<file path="config.mk">
export PLATFORM = sky130hd
export DESIGN_NAME = vector_to_direction_angle_unit
export DESIGN_NICKNAME = d
export VERILOG_FILES = /design/src/rtl/vtda_pkg.sv /design/src/rtl/vector_to_direction_angle_unit.sv /design/src/rtl/vtda_prerot.sv /design/src/rtl/vtda_stage.sv /design/src/rtl/vtda_round.sv
export SDC_FILE = /design/constraint.sdc
export NUM_CORES = 2
export LEC_CHECK = 0
export BUFFER_PORTS_ARGS = -buffer_cell sky130_fd_sc_hd__clkbuf_2
export CAP_MARGIN = 20
export CORE_MARGIN = 4
export CORE_UTILIZATION = 60
export DETAILED_ROUTE_END_ITERATION = 6
export GPL_TIMING_DRIVEN = 0
export PLACE_DENSITY = 0.79
export SLEW_MARGIN = 40
export SYNTH_ARGS = -nofsm -noshare
export SYNTH_HDL_FRONTEND = slang
export SYNTH_SLANG_ARGS = --single-unit
</file>
<file path="constraint.sdc">
create_clock -name clk_i -period 29.4 [get_ports clk_i]
set_clock_uncertainty 0.1 [all_clocks]
set_input_delay 4.41 -clock clk_i [delete_from_list [all_inputs] [get_ports clk_i]]
set_output_delay 4.41 -clock clk_i [all_outputs]
set_load 0.02 [all_outputs]
</file>
<file path="src/rtl/vtda_pkg.sv">
// shared constants, angle table and flag type for the direction angle unit
package vtda_pkg;

  // components are scaled by 2^PRESCALE before the cordic pass
  localparam int PRESCALE = 8;
  // headroom over the sample width for prescale, quadrant swap and cordic gain
  localparam int GUARD_BITS = 10;
  // angle accumulator, signed Q.16 radians
  localparam int ANGLE_W = 20;
  // result width, signed Q3.13 radians
  localparam int OUT_W = 16;
  localparam int ANG_TABLE_LEN = 24;
  localparam int TABLE_IDX_W = 5;
  // cordic iterations done between two pipeline registers
  localparam int STEPS_PER_STAGE = 8;

  localparam logic signed [ANGLE_W-1:0] HALF_PI_Q16 = 20'sd102944;
  localparam logic signed [OUT_W-1:0] PI_Q13 = 16'sd25736;

  // round(atan(2^-i) * 2^16), zero past index 16
  localparam logic signed [ANGLE_W-1:0] ANG_TABLE [ANG_TABLE_LEN] = '{
    20'sd51472, 20'sd30386, 20'sd16055, 20'sd8150, 20'sd4091, 20'sd2047, 20'sd1024, 20'sd512,
    20'sd256, 20'sd128, 20'sd64, 20'sd32, 20'sd16, 20'sd8, 20'sd4, 20'sd2,
    20'sd1, 20'sd0, 20'sd0, 20'sd0, 20'sd0, 20'sd0, 20'sd0, 20'sd0
  };

  // y was zero: the result is fixed, minus pi when x is zero or positive
  typedef struct packed {
    logic special;
    logic neg_pi;
  } vtda_flags_t;

endpackage

</file>
<file path="src/rtl/vector_to_direction_angle_unit.sv">
// top level of the vector to "from" direction angle unit
//
// takes one (x, y) vector word per cycle on the input channel while
// in_ready_o is high and returns atan2(-y, -x) as a signed Q3.13 radian word
// (pi = 25736) on the output channel, both with valid/ready handshakes
// the input register applies negation, 2^8 prescale and a quarter-turn
// pre-rotation for the left half-plane; the cordic iterations follow in
// groups of up to eight, one pipeline register per group; rounding and
// saturation sit in front of the result register
// a word passes the input register, one register per cordic group and the
// result register; throughput is one word per cycle while out_ready_i is
// high; the longest group of eight add/subtract steps is the critical path
// y equal to zero gives minus pi for x zero or positive and 0 for x negative
// reset clears every stage valid bit; the pipeline then reads as empty
// when the receiver stalls, each stage holds its word and in_ready_o drops
// only once every stage is full, so bubbles are squeezed out first
module vector_to_direction_angle_unit #(
  parameter int CORDIC_STEPS = 16,
  parameter int SAMPLE_WIDTH = 16
) (
  input  logic                              clk_i,
  input  logic                              rst_ni,
  input  logic                              in_valid_i,
  output logic                              in_ready_o,
  input  logic signed [SAMPLE_WIDTH-1:0]    x_component_i,
  input  logic signed [SAMPLE_WIDTH-1:0]    y_component_i,
  output logic                              out_valid_o,
  input  logic                              out_ready_i,
  output logic signed [vtda_pkg::OUT_W-1:0] direction_angle_o
);
  import vtda_pkg::*;

  // working width for the rotated components
  localparam int WORK_W = SAMPLE_WIDTH + GUARD_BITS;
  // the angle table ends at 24 entries
  localparam int EFF_STEPS = (CORDIC_STEPS < ANG_TABLE_LEN) ? CORDIC_STEPS : ANG_TABLE_LEN;
  localparam int NUM_STAGES = (EFF_STEPS + STEPS_PER_STAGE - 1) / STEPS_PER_STAGE;

  // pipeline slot k is the output of the k-th register stage
  logic                      valid_s [NUM_STAGES+1];
  logic                      ready_s [NUM_STAGES+1];
  logic signed [WORK_W-1:0]  a_s     [NUM_STAGES+1];
  logic signed [WORK_W-1:0]  b_s     [NUM_STAGES+1];
  logic signed [ANGLE_W-1:0] z_s     [NUM_STAGES+1];
  vtda_flags_t               flags_s [NUM_STAGES+1];

  // input register and quadrant pre-rotation
  vtda_prerot #(
    .SAMPLE_WIDTH(SAMPLE_WIDTH),
    .WORK_W      (WORK_W)
  ) u_prerot (
    .clk_i        (clk_i),
    .rst_ni       (rst_ni),
    .in_valid_i   (in_valid_i),
    .in_ready_o   (in_ready_o),
    .x_component_i(x_component_i),
    .y_component_i(y_component_i),
    .out_valid_o  (valid_s[0]),
    .out_ready_i  (ready_s[0]),
    .a_o          (a_s[0]),
    .b_o          (b_s[0]),
    .z_o          (z_s[0]),
    .flags_o      (flags_s[0])
  );

  // cordic vectoring, up to eight iterations per stage
  for (genvar s = 0; s < NUM_STAGES; s++) begin : g_stage
    localparam int FIRST = s * STEPS_PER_STAGE;
    localparam int COUNT = (EFF_STEPS - FIRST < STEPS_PER_STAGE) ?
                           (EFF_STEPS - FIRST) : STEPS_PER_STAGE;

    vtda_stage #(
      .WORK_W    (WORK_W),
      .FIRST_STEP(FIRST),
      .STEP_COUNT(COUNT)
    ) u_stage (
      .clk_i      (clk_i),
      .rst_ni     (rst_ni),
      .in_valid_i (valid_s[s]),
      .in_ready_o (ready_s[s]),
      .a_i        (a_s[s]),
      .b_i        (b_s[s]),
      .z_i        (z_s[s]),
      .flags_i    (flags_s[s]),
      .out_valid_o(valid_s[s+1]),
      .out_ready_i(ready_s[s+1]),
      .a_o        (a_s[s+1]),
      .b_o        (b_s[s+1]),
      .z_o        (z_s[s+1]),
      .flags_o    (flags_s[s+1])
    );
  end

  // rounding, saturation and result register; the final components are
  // not needed for the angle
  vtda_round u_round (
    .clk_i            (clk_i),
    .rst_ni           (rst_ni),
    .in_valid_i       (valid_s[NUM_STAGES]),
    .in_ready_o       (ready_s[NUM_STAGES]),
    .z_i              (z_s[NUM_STAGES]),
    .flags_i          (flags_s[NUM_STAGES]),
    .out_valid_o      (out_valid_o),
    .out_ready_i      (out_ready_i),
    .direction_angle_o(direction_angle_o)
  );

endmodule

</file>
<file path="src/rtl/vtda_prerot.sv">
// input register with negation, prescale and quadrant pre-rotation
module vtda_prerot #(
  parameter int SAMPLE_WIDTH = 16,
  parameter int WORK_W = 26
) (
  input  logic                               clk_i,
  input  logic                               rst_ni,
  input  logic                               in_valid_i,
  output logic                               in_ready_o,
  input  logic signed [SAMPLE_WIDTH-1:0]     x_component_i,
  input  logic signed [SAMPLE_WIDTH-1:0]     y_component_i,
  output logic                               out_valid_o,
  input  logic                               out_ready_i,
  output logic signed [WORK_W-1:0]           a_o,
  output logic signed [WORK_W-1:0]           b_o,
  output logic signed [vtda_pkg::ANGLE_W-1:0] z_o,
  output vtda_pkg::vtda_flags_t              flags_o
);
  import vtda_pkg::*;

  logic                      valid_q;
  logic signed [WORK_W-1:0]  a_q, b_q, a_d, b_d;
  logic signed [WORK_W-1:0]  a_neg, b_neg;
  logic signed [ANGLE_W-1:0] z_q, z_d;
  vtda_flags_t               flags_q, flags_d;

  always_comb begin
    a_neg = (-WORK_W'(x_component_i)) <<< PRESCALE;
    b_neg = (-WORK_W'(y_component_i)) <<< PRESCALE;
    flags_d.special = (y_component_i == '0);
    flags_d.neg_pi  = !x_component_i[SAMPLE_WIDTH-1];
    a_d = a_neg;
    b_d = b_neg;
    z_d = '0;
    // left half-plane: turn by a quarter so that a is non-negative
    if (a_neg[WORK_W-1]) begin
      if (!b_neg[WORK_W-1]) begin
        a_d = b_neg;
        b_d = -a_neg;
        z_d = HALF_PI_Q16;
      end else begin
        a_d = -b_neg;
        b_d = a_neg;
        z_d = -HALF_PI_Q16;
      end
    end
  end

  assign in_ready_o = !valid_q || out_ready_i;

  always_ff @(posedge clk_i or negedge rst_ni) begin
    if (!rst_ni) begin
      valid_q <= 1'b0;
    end else if (in_ready_o) begin
      valid_q <= in_valid_i;
    end
  end

  always_ff @(posedge clk_i) begin
    if (in_valid_i && in_ready_o) begin
      a_q     <= a_d;
      b_q     <= b_d;
      z_q     <= z_d;
      flags_q <= flags_d;
    end
  end

  assign out_valid_o = valid_q;
  assign a_o         = a_q;
  assign b_o         = b_q;
  assign z_o         = z_q;
  assign flags_o     = flags_q;

endmodule

</file>
<file path="src/rtl/vtda_stage.sv">
// one registered group of cordic vectoring iterations
module vtda_stage #(
  parameter int WORK_W = 26,
  parameter int FIRST_STEP = 0,
  parameter int STEP_COUNT = 8
) (
  input  logic                               clk_i,
  input  logic                               rst_ni,
  input  logic                               in_valid_i,
  output logic                               in_ready_o,
  input  logic signed [WORK_W-1:0]           a_i,
  input  logic signed [WORK_W-1:0]           b_i,
  input  logic signed [vtda_pkg::ANGLE_W-1:0] z_i,
  input  vtda_pkg::vtda_flags_t              flags_i,
  output logic                               out_valid_o,
  input  logic                               out_ready_i,
  output logic signed [WORK_W-1:0]           a_o,
  output logic signed [WORK_W-1:0]           b_o,
  output logic signed [vtda_pkg::ANGLE_W-1:0] z_o,
  output vtda_pkg::vtda_flags_t              flags_o
);
  import vtda_pkg::*;

  logic                      valid_q;
  logic signed [WORK_W-1:0]  a_q, b_q, a_d, b_d, da, db;
  logic signed [ANGLE_W-1:0] z_q, z_d;
  vtda_flags_t               flags_q;

  always_comb begin
    a_d = a_i;
    b_d = b_i;
    z_d = z_i;
    da  = '0;
    db  = '0;
    for (int i = 0; i < STEP_COUNT; i++) begin
      da = b_d >>> (FIRST_STEP + i);
      db = a_d >>> (FIRST_STEP + i);
      // drive b toward zero
      if (!b_d[WORK_W-1]) begin
        a_d = a_d + da;
        b_d = b_d - db;
        z_d = z_d + ANG_TABLE[TABLE_IDX_W'(FIRST_STEP + i)];
      end else begin
        a_d = a_d - da;
        b_d = b_d + db;
        z_d = z_d - ANG_TABLE[TABLE_IDX_W'(FIRST_STEP + i)];
      end
    end
  end

  assign in_ready_o = !valid_q || out_ready_i;

  always_ff @(posedge clk_i or negedge rst_ni) begin
    if (!rst_ni) begin
      valid_q <= 1'b0;
    end else if (in_ready_o) begin
      valid_q <= in_valid_i;
    end
  end

  always_ff @(posedge clk_i) begin
    if (in_valid_i && in_ready_o) begin
      a_q     <= a_d;
      b_q     <= b_d;
      z_q     <= z_d;
      flags_q <= flags_i;
    end
  end

  assign out_valid_o = valid_q;
  assign a_o         = a_q;
  assign b_o         = b_q;
  assign z_o         = z_q;
  assign flags_o     = flags_q;

endmodule

</file>
<file path="src/rtl/vtda_round.sv">
// rounding to Q3.13, saturation, special cases and the result register
module vtda_round (
  input  logic                               clk_i,
  input  logic                               rst_ni,
  input  logic                               in_valid_i,
  output logic                               in_ready_o,
  input  logic signed [vtda_pkg::ANGLE_W-1:0] z_i,
  input  vtda_pkg::vtda_flags_t              flags_i,
  output logic                               out_valid_o,
  input  logic                               out_ready_i,
  output logic signed [vtda_pkg::OUT_W-1:0]  direction_angle_o
);
  import vtda_pkg::*;

  logic                      valid_q;
  logic signed [ANGLE_W-1:0] rounded, pi_ext;
  logic signed [OUT_W-1:0]   angle_q, angle_d;

  always_comb begin
    pi_ext  = ANGLE_W'(PI_Q13);
    rounded = (z_i + ANGLE_W'(4)) >>> 3;
    if (flags_i.special) begin
      angle_d = flags_i.neg_pi ? -PI_Q13 : '0;
    end else if (rounded > pi_ext) begin
      angle_d = PI_Q13;
    end else if (rounded < -pi_ext) begin
      angle_d = -PI_Q13;
    end else begin
      angle_d = rounded[OUT_W-1:0];
    end
  end

  assign in_ready_o = !valid_q || out_ready_i;

  always_ff @(posedge clk_i or negedge rst_ni) begin
    if (!rst_ni) begin
      valid_q <= 1'b0;
    end else if (in_ready_o) begin
      valid_q <= in_valid_i;
    end
  end

  always_ff @(posedge clk_i) begin
    if (in_valid_i && in_ready_o) begin
      angle_q <= angle_d;
    end
  end

  assign out_valid_o       = valid_q;
  assign direction_angle_o = angle_q;

endmodule

</file>
After elaboration in Yosys (flattened, before gate mapping). Cells that the tools add are included.

Register bits: 190. Bits of input ports: 36. Output and inout port bits: 18. Logic and storage cells: 187.

$add $sub $neg: 94. Magnitude comparators: 2. Mux-type cells: 54. Bitwise gates (word level): 1. Reduce and logical (&&, ||, !) cells: 16.

Operator list (count): two-way mux 26 bit (31); two-way mux 20 bit (17); two-way mux 16 bit (4); adder 26 x 13 -> 26 bit (2); adder 26 x 14 -> 26 bit (2); adder 26 x 15 -> 26 bit (2); adder 26 x 16 -> 26 bit (2); adder 26 x 17 -> 26 bit (2); adder 26 x 18 -> 26 bit (2); adder 26 x 19 -> 26 bit (2); adder 26 x 20 -> 26 bit (2); adder 26 x 21 -> 26 bit (2); adder 26 x 22 -> 26 bit (2); adder 26 x 23 -> 26 bit (2); adder 26 x 24 -> 26 bit (2); adder 26 x 25 -> 26 bit (2); negator 26 bit (2); subtractor 26 x 13 -> 26 bit (2); subtractor 26 x 14 -> 26 bit (2); subtractor 26 x 15 -> 26 bit (2); subtractor 26 x 16 -> 26 bit (2); subtractor 26 x 17 -> 26 bit (2); subtractor 26 x 18 -> 26 bit (2); subtractor 26 x 19 -> 26 bit (2); 51 further kinds (73).

Depth between registers and ports, before layout.
Word-level depth: 16. Depth in mapped cells: 158. Mapped depth without buffers: 147.

By module. From an unflattened synthesis, not the netlist that was laid out.

Cell total of the unflattened synthesis: 9558. Area total of the unflattened synthesis: 71388.5 sq um.

Modules (own cells, without submodules): vtda_stage (g_stage[0].u_stage) (instances 1, cells each 4892, area an instance 35655.4 sq um, sequential area each 2247.2 sq um); vtda_stage (g_stage[1].u_stage) (instances 1, cells each 4119, area an instance 30762.0 sq um, sequential area each 2247.2 sq um); vtda_prerot (instances 1, cells each 384, area an instance 3443.3 sq um, sequential area each 1256.2 sq um); vtda_round (instances 1, cells each 163, area an instance 1527.7 sq um, sequential area each 505.5 sq um).

Least setup slack after synthesis. OpenSTA, ideal clock, no wires.

Path type: register to register. Start: register u_prerot.a_q[22] (netlist: u_prerot.a_o[22]). End: register g_stage[0].u_stage.b_q[24], data pin. Library setup time: 0.258 ns. Arrival: 30.114 ns. Data required time: 29.042 ns. Path slack: -1.072 ns. Stages on the path, launching flop included: 152. Path buffers: 12. Clock period less this slack: 30.472 ns. Cells stage by stage: edfxtp_1 inv_1 ha_1 clkbuf_1 a2111o_1 a2111oi_0 a211oi_1 a211oi_1 xor2_1 clkbuf_1 clkbuf_1 nor2_1 xor2_1 ha_1 or4_1 o311a_1 a21oi_1 o21ai_0 [... 116 more ...] a21boi_0 o21ai_0 a21boi_0 o21ai_0 a21boi_0 o21ai_0 a21boi_0 o21ai_0 a21boi_0 o21ai_0 a21boi_0 o21ai_0 a21boi_0 o21a_1 o21ai_0 nand2b_1 a21oi_1 xnor2_1.

Word-level cells in the longest chain between the ends: 16. Elaborated cells between the ends (all ways): 44. Those cells by class: 29 x add/sub; 15 x mux.

RTL lines: start, declared (RTL line vtda_prerot.sv:22) `logic signed [WORK_W-1:0] a_q, b_q, a_d, b_d;`; start signal, assigned (RTL line vtda_prerot.sv:61) `a_q <= a_d;`; subtractor 26 bit (tied with other cells) (RTL line vtda_stage.sv:41) `b_d = b_d - db;`; two-way mux 26 bit (RTL line vtda_stage.sv:39) `if (!b_d[WORK_W-1]) begin`; adder 26 x 25 -> 26 bit (tied with other cells) (RTL line vtda_stage.sv:40) `a_d = a_d + da;`; two-way mux 26 bit (RTL line vtda_stage.sv:39); subtractor 26 x 24 -> 26 bit (tied with other cells) (RTL line vtda_stage.sv:41); two-way mux 26 bit (RTL line vtda_stage.sv:39); adder 26 x 23 -> 26 bit (tied with other cells) (RTL line vtda_stage.sv:40); two-way mux 26 bit (RTL line vtda_stage.sv:39); subtractor 26 x 22 -> 26 bit (tied with other cells) (RTL line vtda_stage.sv:41); two-way mux 26 bit (RTL line vtda_stage.sv:39); adder 26 x 21 -> 26 bit (tied with other cells) (RTL line vtda_stage.sv:40); two-way mux 26 bit (RTL line vtda_stage.sv:39); subtractor 26 x 20 -> 26 bit (tied with other cells) (RTL line vtda_stage.sv:41); two-way mux 26 bit (RTL line vtda_stage.sv:39); subtractor 26 x 19 -> 26 bit / adder 26 x 19 -> 26 bit (equally long branches) (RTL line vtda_stage.sv:41, vtda_stage.sv:45); two-way mux 26 bit (*) (RTL line vtda_stage.sv:39); net g_stage[0].u_stage.b_d[24] (RTL line vtda_stage.sv:25) `logic signed [WORK_W-1:0] a_q, b_q, a_d, b_d, da, db;`; end signal, assigned (RTL line vtda_stage.sv:64) `b_q <= b_d;`; end, declared (RTL line vtda_stage.sv:25).

Mark *: on every way through the listed nets, which the timed path passes. The rest lies on a longest branch. A chain may end at the register's enable or synchronous reset.

Worst setup path after layout.
Start: register u_prerot.b_q[9] (netlist: u_prerot.b_o[9]). End: register g_stage[0].u_stage.b_q[25], data pin.

Word-level cells in the longest chain between the ends: 16. Elaborated cells between the ends (all ways): 44. Those cells by class: 29 x add/sub; 15 x mux.

RTL lines: start, declared (RTL line vtda_prerot.sv:22); start signal, assigned (RTL line vtda_prerot.sv:62) `b_q <= b_d;`; subtractor 26 bit (tied with other cells) (RTL line vtda_stage.sv:41); two-way mux 26 bit (RTL line vtda_stage.sv:39); adder 26 x 25 -> 26 bit (tied with other cells) (RTL line vtda_stage.sv:40); two-way mux 26 bit (RTL line vtda_stage.sv:39); subtractor 26 x 24 -> 26 bit (tied with other cells) (RTL line vtda_stage.sv:41); two-way mux 26 bit (RTL line vtda_stage.sv:39); adder 26 x 23 -> 26 bit (tied with other cells) (RTL line vtda_stage.sv:40); two-way mux 26 bit (RTL line vtda_stage.sv:39); subtractor 26 x 22 -> 26 bit (tied with other cells) (RTL line vtda_stage.sv:41); two-way mux 26 bit (RTL line vtda_stage.sv:39); subtractor 26 x 21 -> 26 bit (tied with other cells) (RTL line vtda_stage.sv:41); two-way mux 26 bit (RTL line vtda_stage.sv:39); subtractor 26 x 20 -> 26 bit (tied with other cells) (RTL line vtda_stage.sv:41); two-way mux 26 bit (RTL line vtda_stage.sv:39); subtractor 26 x 19 -> 26 bit / adder 26 x 19 -> 26 bit (equally long branches) (RTL line vtda_stage.sv:41, vtda_stage.sv:45); two-way mux 26 bit (*) (RTL line vtda_stage.sv:39); net g_stage[0].u_stage.b_d[25] (RTL line vtda_stage.sv:25).

Marks and branches as above.

==> reports/results.tsv <==
stage	metric	value	unit
critical_path	Worst Reg-to-Reg Cells	146	
logic_synthesis	area fraction of the dominant cell type after synthesis	0.196	
sta	Worst-Margin Slew	0.992	ns
sta	FMAX	35.3	MHz
clock_network	Worst-Skew Late Latency	0.47	ns
route	DRT Pass-1 Iters	6	
die	Ports	54	
critical_path	crit path from	u_prerot.b_o[9]	
route	Post-Route WL	175	mm
global_route	largest net degree at the start of global routing	49	
finish	Final #Nets	9279	
route	Initial DRC Count	4973	
min_path	hold path cells	0	
job	max-cap violations	0	
clock_network	TritonCTS clock tree	yes	
clock_network	CTS Sinks	154	
logic_synthesis	syn_nets	9093	
die	die height	322	um
clock_network	number of H-tree levels	4	
critical_path	CP max stage cell	o211ai_1	
route	via count	60144	
sta	Final Cycle Share	0.962	
logic_synthesis	sequential area share after synthesis	0.0780	
logic_synthesis	EDFF count, synth	150	
die	Starting Density	0.608	
logic_synthesis	largest area contributor in the netlist	ha_1	
logic_synthesis	Async S/R FF share, synth	0.0260	
clock_network	CTS hold repair buffers	0	
critical_path	R2R Setup Slk	1.10	ns
global_route	antenna violations before repair	0	
critical_path	Max Fanout on Critical Path	19	
route	DRC violations left	0	
placement	input/output buffers	51	
clock_network	clk buf depth	2	
logic_synthesis	Cells after Synth	8099	
global_route	first-pass GRT wire length	280	mm
finish	Antenna Cells	0	
logic_synthesis	syn_area_per_cell	7.29	sq um
route	Avg WL per Cell	18.3	um
global_route	Overflow after GRT	0	
critical_path	CP max stage delay	0.61	ns
clock_network	CTS root buf	clkbuf_16	
die	number of cell rows	114	
finish	layout cells sized above 1	0.0828	
global_route	GRT Overall Usage	0.321	
logic_synthesis	Main synth FF type	edfxtp_1	
min_path	worst hold path class	reg -> reg	
critical_path	WP data arrival	28.38	ns
placement	HPWL after DPL	144	mm
logic_synthesis	YS warnings	0	
critical_path	CP Class	reg -> reg	
sta	final hold violation count	0	
global_route	vias in the first global route	56593	
logic_synthesis	Yosys cell types	123	
die	die footprint	103000	sq um
logic_synthesis	Mapped Area	59000	sq um
finish	area grow syn2layout	8.86	%
route	DR vias/cell	6.28	
critical_path	crit end category	flop	
logic_synthesis	FF+latch count, synth	154	
clock_network	clk slew on worst S/H paths	0.07	ns
sta	final setup fails	0	
critical_path	CP required	29.48	ns
die	CORE AREA	97100	sq um
critical_path	crit path buf inv count	14	
die	Chip Width	322	um
sta	Slew Limit Fails	0	
finish	most frequent cells in the layout	ha_1 (915), xnor2_1 (766), nor2_1 (747)	
logic_synthesis	top post-synthesis cells by area	ha_1 (20%), xnor2_1 (12%), edfxtp_1 (7.6%)	
status	status	finished, final reports clean	
clock_network	cts bufs inserted	17	
min_path	origin of the worst min-delay path	g_stage[0].u_stage.flags_o[1]	
critical_path	Top delay family on crit path	compound AO/OA/AOI/OAI gates	
placement	RePlAce Congestion	0.990	
finish	commonest non-fill, non-tap cell in the layout	ha_1	
min_path	WHS Endpoint	g_stage[1].u_stage.flags_o[1]	
critical_path	cell mode on critical path	a21oi_2	
placement	pre-CTS setup slack	-8.21	ns
sta	min Tclk post-route	28.30	ns
sta	Rel. slew slack	0.333	
critical_path	RR Endpoint	g_stage[0].u_stage.b_o[25]	
critical_path	FF-to-FF Start	u_prerot.b_o[9]	
route	post-route antenna net violation count	0	
sta	Final Worst Setup Slack	1.10	ns
critical_path	CP Launch Type	flop	
-- state kept, by name (all words and copies together) (netlist names) --
register	count
g_stage.u_stage.z_o	37
g_stage.u_stage.a_o	26
g_stage.u_stage.b_o	26
u_prerot.a_o	18
u_prerot.b_o	18
u_round.direction_angle_o	16
g_stage.u_stage.flags_o	4
u_prerot.z_o	3
g_stage.u_stage.out_valid_o	2
u_prerot.flags_o	2
u_prerot.out_valid_o	1
u_round.out_valid_o	1
-- stage by stage --
step	util	area, sq um	hold WS [ns]	TNS, ns	cells
floorplan	-	59000	0.300	0	8099
detailed placement	0.628	61000	0.306	-417.09	9429
CTS	0.647	62800	0.324	0	9518
finish	0.662	64300	0.321	0	9574
global placement	0.627	60900	0.302	-433.10	9426
global route	0.662	64300	0.339	-2.07	9574
-- worst reg2reg max path: cells and delay by family (launching register included) --
family	cells	cell delay, ns
AO/OA/AOI/OAI	91	15.95
AND/OR/NAND/NOR	25	5.14
buffers and inverters	14	2.46
adder cells (fa/ha/maj)	8	2.37
XOR/XNOR	8	1.52
flip-flops	1	0.45
-- synth_stat cells (68+ instances only) --
| cell | count |
|---|---|
| nor4_1 | 91 |
| xnor2_1 | 782 |
| nor3_1 | 236 |
| nand3_1 | 138 |
| or3_1 | 89 |
| a21boi_0 | 68 |
| nand2b_1 | 123 |
| o21a_1 | 107 |
| ha_1 | 923 |
| inv_1 | 599 |
| xor2_1 | 348 |
| and2_1 | 79 |
| edfxtp_1 | 150 |
| nand2_1 | 546 |
| nor2_1 | 754 |
| and3_1 | 88 |
| a211oi_1 | 68 |
| o21bai_1 | 168 |
| a21oi_1 | 749 |
| nor2b_1 | 112 |
| a31oi_1 | 91 |
| o21ai_0 | 502 |
| a21o_1 | 253 |
| clkbuf_1 | 141 |
-- worst max-delay path by stage --
stage / end / slack [ns] / cells past startpoint
5_1_grt: g_stage[0].u_stage.b_o[24] / -0.31 / 152
4_1_cts: g_stage[1].u_stage.z_o[19] / 0.04 / 130
3_5_place_dp: g_stage[0].u_stage.b_o[25] / -8.21 / 150
6_report: g_stage[0].u_stage.b_o[25] / 1.10 / 146
2_1_floorplan: g_stage[0].u_stage.b_o[24] / 0.02 / 152
3_3_place_gp: g_stage[0].u_stage.b_o[25] / -8.32 / 151
-- area by class of cell --
cell class | count | area [sq um]
well taps | 1276 | 1600
flip-flops and latches | 154 | 4600
inverters | 607 | 2290
multi-input cells | 7161 | 53000
clock buffers | 17 | 425
repair buffers | 177 | 1210
plain buffers | 166 | 957
fillers | 8595 | 32900
clock inverters | 15 | 179
repair inverters | 1 | 5.00
-- cells by family after synthesis --
family,Yosys count,share of synthesized area
XOR/XNOR,1140,0.171
AND/OR/NAND/NOR,2572,0.218
multiplexers,59,0.0109
buffers and inverters,784,0.0503
adder cells (fa/ha/maj),960,0.208
AO/OA/AOI/OAI,2429,0.264
other,1,0.0000635
flip-flops,154,0.0780
-- what timing repair did --
item | 4_1_cts | 5_1_grt
setup buffers | 59 | 64
gates cloned | 1 | 0
endpoints found under the setup margin | 80 | 54
gates resized for setup | 215 | 271
pin swaps | 31 | 75
-- layer usage --
layer,global-route usage,vias up,share of wire
met3,0.0251,342,0.056
met4,0.107,0,0.031
li1,-,29673,-
met1,0.418,28185,0.44
met2,0.560,1944,0.47
met5,0,-,0
Power is not shown: default switching activity piles up to over one toggle a cycle in this logic, so the estimate is an artifact.
